[src/rtl/core/aes_pkg.sv]
// AES-128 package: S-box tables, GF(2^8) helpers, round functions and codes.
// Depends on nothing; used by aes_keyexp and aes128_block_cipher.
`timescale 1ns / 1ps
`default_nettype none
package aes_pkg;

  localparam int unsigned RoundsDef = 10;

  typedef enum logic {
    OP_ENCRYPT = 1'b0,
    OP_DECRYPT = 1'b1
  } aes_op_e;

  localparam logic CFG_KEY_HIGH = 1'b0;
  localparam logic CFG_KEY_LOW  = 1'b1;

  // GF(2^8) multiply by x, and general multiply, modulo x^8 + x^4 + x^3 + x + 1
  function automatic logic [7:0] xtime(input logic [7:0] a);
    xtime = {a[6:0], 1'b0} ^ (a[7] ? 8'h1b : 8'h00);
  endfunction

  function automatic logic [7:0] gf_mul(input logic [7:0] a, input logic [7:0] b);
    logic [7:0] p;
    logic [7:0] x;
    p = 8'h00;
    x = a;
    for (int i = 0; i < 8; i++) begin
      if (b[i]) p = p ^ x;
      x = xtime(x);
    end
    gf_mul = p;
  endfunction

  localparam logic [7:0] SBOX [256] = '{
    8'h63,8'h7C,8'h77,8'h7B,8'hF2,8'h6B,8'h6F,8'hC5,8'h30,8'h01,8'h67,8'h2B,8'hFE,8'hD7,8'hAB,8'h76,
    8'hCA,8'h82,8'hC9,8'h7D,8'hFA,8'h59,8'h47,8'hF0,8'hAD,8'hD4,8'hA2,8'hAF,8'h9C,8'hA4,8'h72,8'hC0,
    8'hB7,8'hFD,8'h93,8'h26,8'h36,8'h3F,8'hF7,8'hCC,8'h34,8'hA5,8'hE5,8'hF1,8'h71,8'hD8,8'h31,8'h15,
    8'h04,8'hC7,8'h23,8'hC3,8'h18,8'h96,8'h05,8'h9A,8'h07,8'h12,8'h80,8'hE2,8'hEB,8'h27,8'hB2,8'h75,
    8'h09,8'h83,8'h2C,8'h1A,8'h1B,8'h6E,8'h5A,8'hA0,8'h52,8'h3B,8'hD6,8'hB3,8'h29,8'hE3,8'h2F,8'h84,
    8'h53,8'hD1,8'h00,8'hED,8'h20,8'hFC,8'hB1,8'h5B,8'h6A,8'hCB,8'hBE,8'h39,8'h4A,8'h4C,8'h58,8'hCF,
    8'hD0,8'hEF,8'hAA,8'hFB,8'h43,8'h4D,8'h33,8'h85,8'h45,8'hF9,8'h02,8'h7F,8'h50,8'h3C,8'h9F,8'hA8,
    8'h51,8'hA3,8'h40,8'h8F,8'h92,8'h9D,8'h38,8'hF5,8'hBC,8'hB6,8'hDA,8'h21,8'h10,8'hFF,8'hF3,8'hD2,
    8'hCD,8'h0C,8'h13,8'hEC,8'h5F,8'h97,8'h44,8'h17,8'hC4,8'hA7,8'h7E,8'h3D,8'h64,8'h5D,8'h19,8'h73,
    8'h60,8'h81,8'h4F,8'hDC,8'h22,8'h2A,8'h90,8'h88,8'h46,8'hEE,8'hB8,8'h14,8'hDE,8'h5E,8'h0B,8'hDB,
    8'hE0,8'h32,8'h3A,8'h0A,8'h49,8'h06,8'h24,8'h5C,8'hC2,8'hD3,8'hAC,8'h62,8'h91,8'h95,8'hE4,8'h79,
    8'hE7,8'hC8,8'h37,8'h6D,8'h8D,8'hD5,8'h4E,8'hA9,8'h6C,8'h56,8'hF4,8'hEA,8'h65,8'h7A,8'hAE,8'h08,
    8'hBA,8'h78,8'h25,8'h2E,8'h1C,8'hA6,8'hB4,8'hC6,8'hE8,8'hDD,8'h74,8'h1F,8'h4B,8'hBD,8'h8B,8'h8A,
    8'h70,8'h3E,8'hB5,8'h66,8'h48,8'h03,8'hF6,8'h0E,8'h61,8'h35,8'h57,8'hB9,8'h86,8'hC1,8'h1D,8'h9E,
    8'hE1,8'hF8,8'h98,8'h11,8'h69,8'hD9,8'h8E,8'h94,8'h9B,8'h1E,8'h87,8'hE9,8'hCE,8'h55,8'h28,8'hDF,
    8'h8C,8'hA1,8'h89,8'h0D,8'hBF,8'hE6,8'h42,8'h68,8'h41,8'h99,8'h2D,8'h0F,8'hB0,8'h54,8'hBB,8'h16
  };

  localparam logic [7:0] INV_SBOX [256] = '{
    8'h52,8'h09,8'h6A,8'hD5,8'h30,8'h36,8'hA5,8'h38,8'hBF,8'h40,8'hA3,8'h9E,8'h81,8'hF3,8'hD7,8'hFB,
    8'h7C,8'hE3,8'h39,8'h82,8'h9B,8'h2F,8'hFF,8'h87,8'h34,8'h8E,8'h43,8'h44,8'hC4,8'hDE,8'hE9,8'hCB,
    8'h54,8'h7B,8'h94,8'h32,8'hA6,8'hC2,8'h23,8'h3D,8'hEE,8'h4C,8'h95,8'h0B,8'h42,8'hFA,8'hC3,8'h4E,
    8'h08,8'h2E,8'hA1,8'h66,8'h28,8'hD9,8'h24,8'hB2,8'h76,8'h5B,8'hA2,8'h49,8'h6D,8'h8B,8'hD1,8'h25,
    8'h72,8'hF8,8'hF6,8'h64,8'h86,8'h68,8'h98,8'h16,8'hD4,8'hA4,8'h5C,8'hCC,8'h5D,8'h65,8'hB6,8'h92,
    8'h6C,8'h70,8'h48,8'h50,8'hFD,8'hED,8'hB9,8'hDA,8'h5E,8'h15,8'h46,8'h57,8'hA7,8'h8D,8'h9D,8'h84,
    8'h90,8'hD8,8'hAB,8'h00,8'h8C,8'hBC,8'hD3,8'h0A,8'hF7,8'hE4,8'h58,8'h05,8'hB8,8'hB3,8'h45,8'h06,
    8'hD0,8'h2C,8'h1E,8'h8F,8'hCA,8'h3F,8'h0F,8'h02,8'hC1,8'hAF,8'hBD,8'h03,8'h01,8'h13,8'h8A,8'h6B,
    8'h3A,8'h91,8'h11,8'h41,8'h4F,8'h67,8'hDC,8'hEA,8'h97,8'hF2,8'hCF,8'hCE,8'hF0,8'hB4,8'hE6,8'h73,
    8'h96,8'hAC,8'h74,8'h22,8'hE7,8'hAD,8'h35,8'h85,8'hE2,8'hF9,8'h37,8'hE8,8'h1C,8'h75,8'hDF,8'h6E,
    8'h47,8'hF1,8'h1A,8'h71,8'h1D,8'h29,8'hC5,8'h89,8'h6F,8'hB7,8'h62,8'h0E,8'hAA,8'h18,8'hBE,8'h1B,
    8'hFC,8'h56,8'h3E,8'h4B,8'hC6,8'hD2,8'h79,8'h20,8'h9A,8'hDB,8'hC0,8'hFE,8'h78,8'hCD,8'h5A,8'hF4,
    8'h1F,8'hDD,8'hA8,8'h33,8'h88,8'h07,8'hC7,8'h31,8'hB1,8'h12,8'h10,8'h59,8'h27,8'h80,8'hEC,8'h5F,
    8'h60,8'h51,8'h7F,8'hA9,8'h19,8'hB5,8'h4A,8'h0D,8'h2D,8'hE5,8'h7A,8'h9F,8'h93,8'hC9,8'h9C,8'hEF,
    8'hA0,8'hE0,8'h3B,8'h4D,8'hAE,8'h2A,8'hF5,8'hB0,8'hC8,8'hEB,8'hBB,8'h3C,8'h83,8'h53,8'h99,8'h61,
    8'h17,8'h2B,8'h04,8'h7E,8'hBA,8'h77,8'hD6,8'h26,8'hE1,8'h69,8'h14,8'h63,8'h55,8'h21,8'h0C,8'h7D
  };

  // State is 128 bits, byte 0 in bits 127:120; byte i = r + 4c
  function automatic logic [7:0] get_byte(input logic [127:0] s, input int i);
    get_byte = s[127 - 8*i -: 8];
  endfunction

  function automatic logic [127:0] sub_shift_fwd(input logic [127:0] s);
    logic [127:0] t;
    t = '0;
    for (int c = 0; c < 4; c++) begin
      for (int r = 0; r < 4; r++) begin
        t[127 - 8*(r + 4*c) -: 8] = SBOX[get_byte(s, r + 4*((c + r) % 4))];
      end
    end
    sub_shift_fwd = t;
  endfunction

  function automatic logic [127:0] sub_shift_inv(input logic [127:0] s);
    logic [127:0] t;
    t = '0;
    for (int c = 0; c < 4; c++) begin
      for (int r = 0; r < 4; r++) begin
        t[127 - 8*(r + 4*c) -: 8] = INV_SBOX[get_byte(s, r + 4*((c + 3*r) % 4))];
      end
    end
    sub_shift_inv = t;
  endfunction

  function automatic logic [127:0] mix_fwd(input logic [127:0] s);
    logic [127:0] t;
    logic [7:0] a0, a1, a2, a3;
    t = '0;
    for (int c = 0; c < 4; c++) begin
      a0 = get_byte(s, 4*c);
      a1 = get_byte(s, 4*c + 1);
      a2 = get_byte(s, 4*c + 2);
      a3 = get_byte(s, 4*c + 3);
      t[127 - 32*c -: 32] = {
        xtime(a0) ^ xtime(a1) ^ a1 ^ a2 ^ a3,
        a0 ^ xtime(a1) ^ xtime(a2) ^ a2 ^ a3,
        a0 ^ a1 ^ xtime(a2) ^ xtime(a3) ^ a3,
        xtime(a0) ^ a0 ^ a1 ^ a2 ^ xtime(a3)};
    end
    mix_fwd = t;
  endfunction

  function automatic logic [127:0] mix_inv(input logic [127:0] s);
    logic [127:0] t;
    logic [7:0] a0, a1, a2, a3;
    t = '0;
    for (int c = 0; c < 4; c++) begin
      a0 = get_byte(s, 4*c);
      a1 = get_byte(s, 4*c + 1);
      a2 = get_byte(s, 4*c + 2);
      a3 = get_byte(s, 4*c + 3);
      t[127 - 32*c -: 32] = {
        gf_mul(a0, 8'd14) ^ gf_mul(a1, 8'd11) ^ gf_mul(a2, 8'd13) ^ gf_mul(a3, 8'd9),
        gf_mul(a0, 8'd9)  ^ gf_mul(a1, 8'd14) ^ gf_mul(a2, 8'd11) ^ gf_mul(a3, 8'd13),
        gf_mul(a0, 8'd13) ^ gf_mul(a1, 8'd9)  ^ gf_mul(a2, 8'd14) ^ gf_mul(a3, 8'd11),
        gf_mul(a0, 8'd11) ^ gf_mul(a1, 8'd13) ^ gf_mul(a2, 8'd9)  ^ gf_mul(a3, 8'd14)};
    end
    mix_inv = t;
  endfunction

endpackage
`default_nettype wire

[src/rtl/core/aes_keyexp.sv]
// AES-128 key schedule unit: one round key per cycle into the round key memory.
// Depends on aes_pkg. Memory is written here and read by the round sequencer.
`timescale 1ns / 1ps
`default_nettype none
module aes_keyexp #(
  parameter int unsigned Rounds = aes_pkg::RoundsDef
) (
  input  wire logic                              clk_i,
  input  wire logic                              rst_ni,
  input  wire logic                              go_i,
  input  wire logic [127:0]                      key_i,
  input  wire logic [$clog2(Rounds+1)-1:0]       rd_idx_i,
  output logic      [127:0]                      rd_key_o,
  output logic                                   done_o
);
  import aes_pkg::*;

  localparam int unsigned IdxW = $clog2(Rounds + 1);

  logic [127:0] rk_mem [Rounds + 1];
  logic [127:0] cur_q, cur_d;
  logic [7:0]   rc_q, rc_d;
  logic [IdxW-1:0] idx_q, idx_d;
  logic         run_q, run_d;
  logic         done_q, done_d;
  logic [31:0]  w0, w1, w2, w3, tw;

  // Next round key from the current one
  always_comb begin
    tw = {SBOX[cur_q[23:16]], SBOX[cur_q[15:8]], SBOX[cur_q[7:0]], SBOX[cur_q[31:24]]}
         ^ {rc_q, 24'h0};
    w0 = cur_q[127:96] ^ tw;
    w1 = cur_q[95:64] ^ w0;
    w2 = cur_q[63:32] ^ w1;
    w3 = cur_q[31:0] ^ w2;
  end

  always_comb begin
    cur_d  = cur_q;
    rc_d   = rc_q;
    idx_d  = idx_q;
    run_d  = run_q;
    done_d = done_q;
    if (go_i) begin
      cur_d  = key_i;
      rc_d   = 8'h01;
      idx_d  = '0;
      run_d  = 1'b1;
      done_d = 1'b0;
    end else if (run_q) begin
      cur_d = {w0, w1, w2, w3};
      rc_d  = xtime(rc_q);
      idx_d = idx_q + 1'b1;
      if (idx_q == IdxW'(Rounds)) begin
        run_d  = 1'b0;
        done_d = 1'b1;
      end
    end
  end

  always_ff @(posedge clk_i or negedge rst_ni) begin
    if (!rst_ni) begin
      run_q  <= 1'b0;
      done_q <= 1'b0;
      idx_q  <= '0;
    end else begin
      run_q  <= run_d;
      done_q <= done_d;
      idx_q  <= idx_d;
    end
  end

  always_ff @(posedge clk_i) begin
    cur_q <= cur_d;
    rc_q  <= rc_d;
  end

  // Round key memory, registered read
  always_ff @(posedge clk_i) begin
    if (run_q && !go_i) rk_mem[idx_q] <= cur_q;
    rd_key_o <= rk_mem[rd_idx_i];
  end

  assign done_o = done_q;

  // Never finished while still expanding
  a_done_run : assert property (@(posedge clk_i) disable iff (!rst_ni) !(done_q && run_q))
    else $error("key expansion done and running together");
  a_go_clr : assert property (@(posedge clk_i) disable iff (!rst_ni) go_i |=> !done_q)
    else $error("done not cleared on restart");
  a_idx_rng : assert property (@(posedge clk_i) disable iff (!rst_ni)
    run_q |-> idx_q <= IdxW'(Rounds))
    else $error("key index out of range");
endmodule
`default_nettype wire

[config.mk]
export PLATFORM = sky130hd
export DESIGN_NAME = aes_keyexp
export DESIGN_NICKNAME = d
export VERILOG_FILES = /design/src/rtl/core/aes_pkg.sv /design/src/rtl/core/aes_keyexp.sv
export SDC_FILE = /design/constraint.sdc
export NUM_CORES = 2
export LEC_CHECK = 0
export ABC_AREA = 0
export BUFFER_PORTS_ARGS = -buffer_cell sky130_fd_sc_hd__buf_4
export CAP_MARGIN = 5
export CELL_PAD_IN_SITES_DETAIL_PLACEMENT = 0
export CELL_PAD_IN_SITES_GLOBAL_PLACEMENT = 1
export CORE_UTILIZATION = 30
export CTS_CLUSTER_DIAMETER = 80
export DETAILED_ROUTE_END_ITERATION = 16
export HOLD_SLACK_MARGIN = 0.1
export MAX_ROUTING_LAYER = met4
export PLACE_DENSITY_LB_ADDON = 0.3
export SYNTH_ARGS = -nofsm -noshare
export SYNTH_HDL_FRONTEND = slang
export SYNTH_SLANG_ARGS = --single-unit
[constraint.sdc]
create_clock -name clk_i -period 5.4 [get_ports clk_i]
set_clock_uncertainty 0.05 [all_clocks]
set_input_delay 1.08 -clock clk_i [delete_from_list [all_inputs] [get_ports clk_i]]
set_output_delay 1.08 -clock clk_i [all_outputs]
set_load 0.1 [all_outputs]
==> results.tsv <==
stage	metric	value	unit
floorplan	die_h	513	um
grt	grt_pass1_vias	50400	
synthesis	synth_largest_area_cell	edfxtp_1	
detailed_routing	drt_iter0_markers	5035	
final_layout	regArea	0.0490	mm^2
timing	slew_headroom	18.6	%
synthesis	postSynthCellCount	5170	
synthesis	syn_nets	5369	
floorplan	die_w	513	um
detailed_routing	wl	290	mm
clock_network	cts_setup_buffers	0	
setup_path	r2r-start	cur_q[16]	
timing	rsz0062_at_grt	no	
grt	overflow	0	
grt	grt_pass1_wl	406	mm
timing	setup_viol	0	
floorplan	fp-row-count	187	
synthesis	synth_ff_type	edfxtp_1	
setup_path	required	6.03	ns
final_layout	layout-drive-gt1-share	26.5	%
place	place.gp.congestion	0.958	
setup_path	crit_type	flop to flop	
synthesis	async_flop_share	0.358	%
setup_path	critPathCaptureType	flop	
final_layout	nFillCells	24700	
synthesis	synth_top_cells_by_count	1536 x edfxtp_1, 421 x mux4_2, 287 x nand2_1	
setup_path	ff2ff_setup_slack	0.62	ns
timing	tightest_slew	1.22	ns
floorplan	dieArea	0.263	mm^2
timing	setup_tns	0	ns
clock_network	cts_buffers	188	
synthesis	syn_area_per_cell	15.2	um^2
synthesis	syn_area	0.0784	mm^2
timing	finalCriticalPeriod	4.78	ns
synthesis	ys_warn_count	0	
clock_network	clock_latency	0.87	ns
setup_path	crit_start	cur_q[16]	
final_layout	areaGrowthSynthToFinish	17.5	%
synthesis	yosysSeqAreaShare	62.5	%
timing	hold_violations	0	
floorplan	core	0.260	mm^2
setup_path	crit_end	cur_q[26]	
synthesis	synthTopCellsByArea	edfxtp_1 59%, mux4_2 12%, dfxtp_1 3.5%	
setup_path	arrival	5.41	ns
setup_path	ff2ff_path_depth	11	
final_layout	layout.nets	5644	
synthesis	ys_ff_latch	1678	
pwr	total_power	58.3	mW
final_layout	layout.cells.non_filler	9024	
detailed_routing	ant_nets	0	
grt	grt.total_usage	22.3	%
synthesis	yosysMostFrequentCell	edfxtp_1	
detailed_routing	drtPass1Iterations	5	
clock_network	clock-sinks	1678	
final_layout	final_util	35.5	%
timing	slew_viol_final	0	
final_layout	multi_input_area	0.0272	mm^2
setup_path	start_kind	flop	
clock_network	clk_pin_slew_worst_paths	0.06	ns
pwr	ir_worst_vdd	0.491	mV
place	dp.cells	8656	
clock_network	clk_path_buf_depth	3	
detailed_routing	wl_per_cell	32.1	um
setup_path	r2r-end	cur_q[26]	
grt	grt_max_degree	155	
clock_network	htree_levels	4	
pwr	powerDensity	633	mW/mm^2
clock_network	cts_root_buf	clkbuf_16	
timing	period_share	88.5	%
synthesis	synth_cell_types	97	
synthesis	synth-edff-count	1536	
clock_network	cts_tree	built	
floorplan	ios	264	
flow_run	drv_cap	0	
place	dp_hpwl	194	mm
setup_path	crit_fanout	29	
floorplan	initial_core_util	30.2	%
synthesis	synth_top_area_share	58.8	%
detailed_routing	via_per_inst	5.59	
status	status	finished clean	
grt	grt_antenna_before_repair	19	
hold_path	min_path_type	flop to flop	
pwr	leakage	30.5	nW
detailed_routing	vias	50400	
place	port_buffers	263	
detailed_routing	drc_errors	0	
timing	max_freq	209	MHz
==> state kept, by name, summed over array words and instances, names as in the netlist <==
register  cells
done_o        1
rc_q          8
rk_mem     1408
rd_key_o    128
idx_q         4
run_q         1
cur_q       128
==> how the worst min path moves through the flow <==
stage                     end       from  cells past startpoint  slack (ns)
floorplan             rc_q[1]    rc_q[1]                      2        0.44
global placement       done_o     done_o                      1        0.43
detailed placement     done_o     done_o                      1        0.44
CTS                 cur_q[95]  key_i[95]                      3        0.39
global route        cur_q[72]  key_i[72]                      2        0.44
finish                 done_o     done_o                      1        0.45
==> cells in the final DEF (no fill, tap or decap), types with 26 or more instances in the layout <==
cell type  instances
a211oi_1          65
a21oi_1          173
a311oi_1          42
a31oi_1           63
buf_12            61
buf_4            458
bufinv_16         27
clkbuf_1          33
clkbuf_16        189
clkinv_1          26
clkinv_2          26
dfxtp_1          136
edfxtp_1        1536
ha_1              64
inv_1             50
mux2_2           174
mux2i_1           37
mux4_2           421
nand2_1          287
nand2b_1         109
nand3_1           80
nor2_1           194
nor2b_1           98
nor3_1           108
o211ai_1          56
o21ai_0          237
o221ai_1          28
o311ai_0          38
xnor2_1           95
xor2_1            46
==> metrics by stage <==
step | worst slack [ns] | hold WS (ns) | cell area (um^2)
floorplan | 0.0436 | 0.436 | 78400
global placement | 0.688 | 0.432 | 85400
detailed placement | 0.718 | 0.442 | 85400
CTS | 0.687 | 0.390 | 92000
global route | 0.388 | 0.436 | 92100
finish | 0.619 | 0.449 | 92100
==> power breakdown <==
| part | internal (mW) | total (mW) | switching, mW | leakage, nW |
|---|---|---|---|---|
| clock | 7.96 | 13.5 | 5.54 | 3.18 |
| combinational | 8.60 | 24.9 | 16.3 | 11.9 |
| sequential | 17.3 | 19.9 | 2.57 | 15.4 |
| total | 33.9 | 58.3 | 24.4 | 30.5 |
==> layout make-up <==
cell class / count / area share [%]
multi-input combinational: 2991 / 29.5
clock buffer: 231 / 5.40
timing repair buffer: 525 / 5.15
clock inverter: 120 / 1.79
inverter: 61 / 0.251
antenna: 16 / 0.0435
tap: 3402 / 4.62
sequential: 1678 / 53.2
==> logic make-up after synthesis <==
family / count (synthesis) / share of synthesized area [%]
buffers and inverters: 501 / 2.83
XOR/XNOR: 178 / 2.58
AO/OA/AOI/OAI: 1002 / 8.72
adder cells (fa/ha/maj): 64 / 1.02
AND/OR/NAND/NOR: 1114 / 7.26
multiplexers: 633 / 15.1
flip-flops: 1678 / 62.5
==> layer usage <==
| metal | GRT usage (%) | wire length (um) | up-vias |
|---|---|---|---|
| li1 | - | - | 21200 |
| met1 | 29.7 | 127000 | 26900 |
| met2 | 34.2 | 134000 | 1865 |
| met3 | 2.72 | 15100 | 473 |
| met4 | 9.51 | 13200 | 0 |
| met5 | - | 0 | - |
==> critical path, cell delays in order, from the launching register on <==
cell and delay, ns:
edfxtp_1 0.36, buf_4 0.40, ha_1 0.71, nand2_1 0.38
nand2_1 0.14, nor3_1 0.05, a2111oi_0 1.00, o41ai_1 0.26
o21a_1 0.33, xor3_1 0.44, xnor3_1 0.27, o21ai_0 0.18
==> repair_timing <==
| item | 4_1_cts | 5_1_grt |
|---|---|---|
| hold buffers | 1 | 0 |
| resized for setup | 0 | 0 |
| hold endpoints to repair | 6 | 0 |
Power figures use the tool's default switching activity.
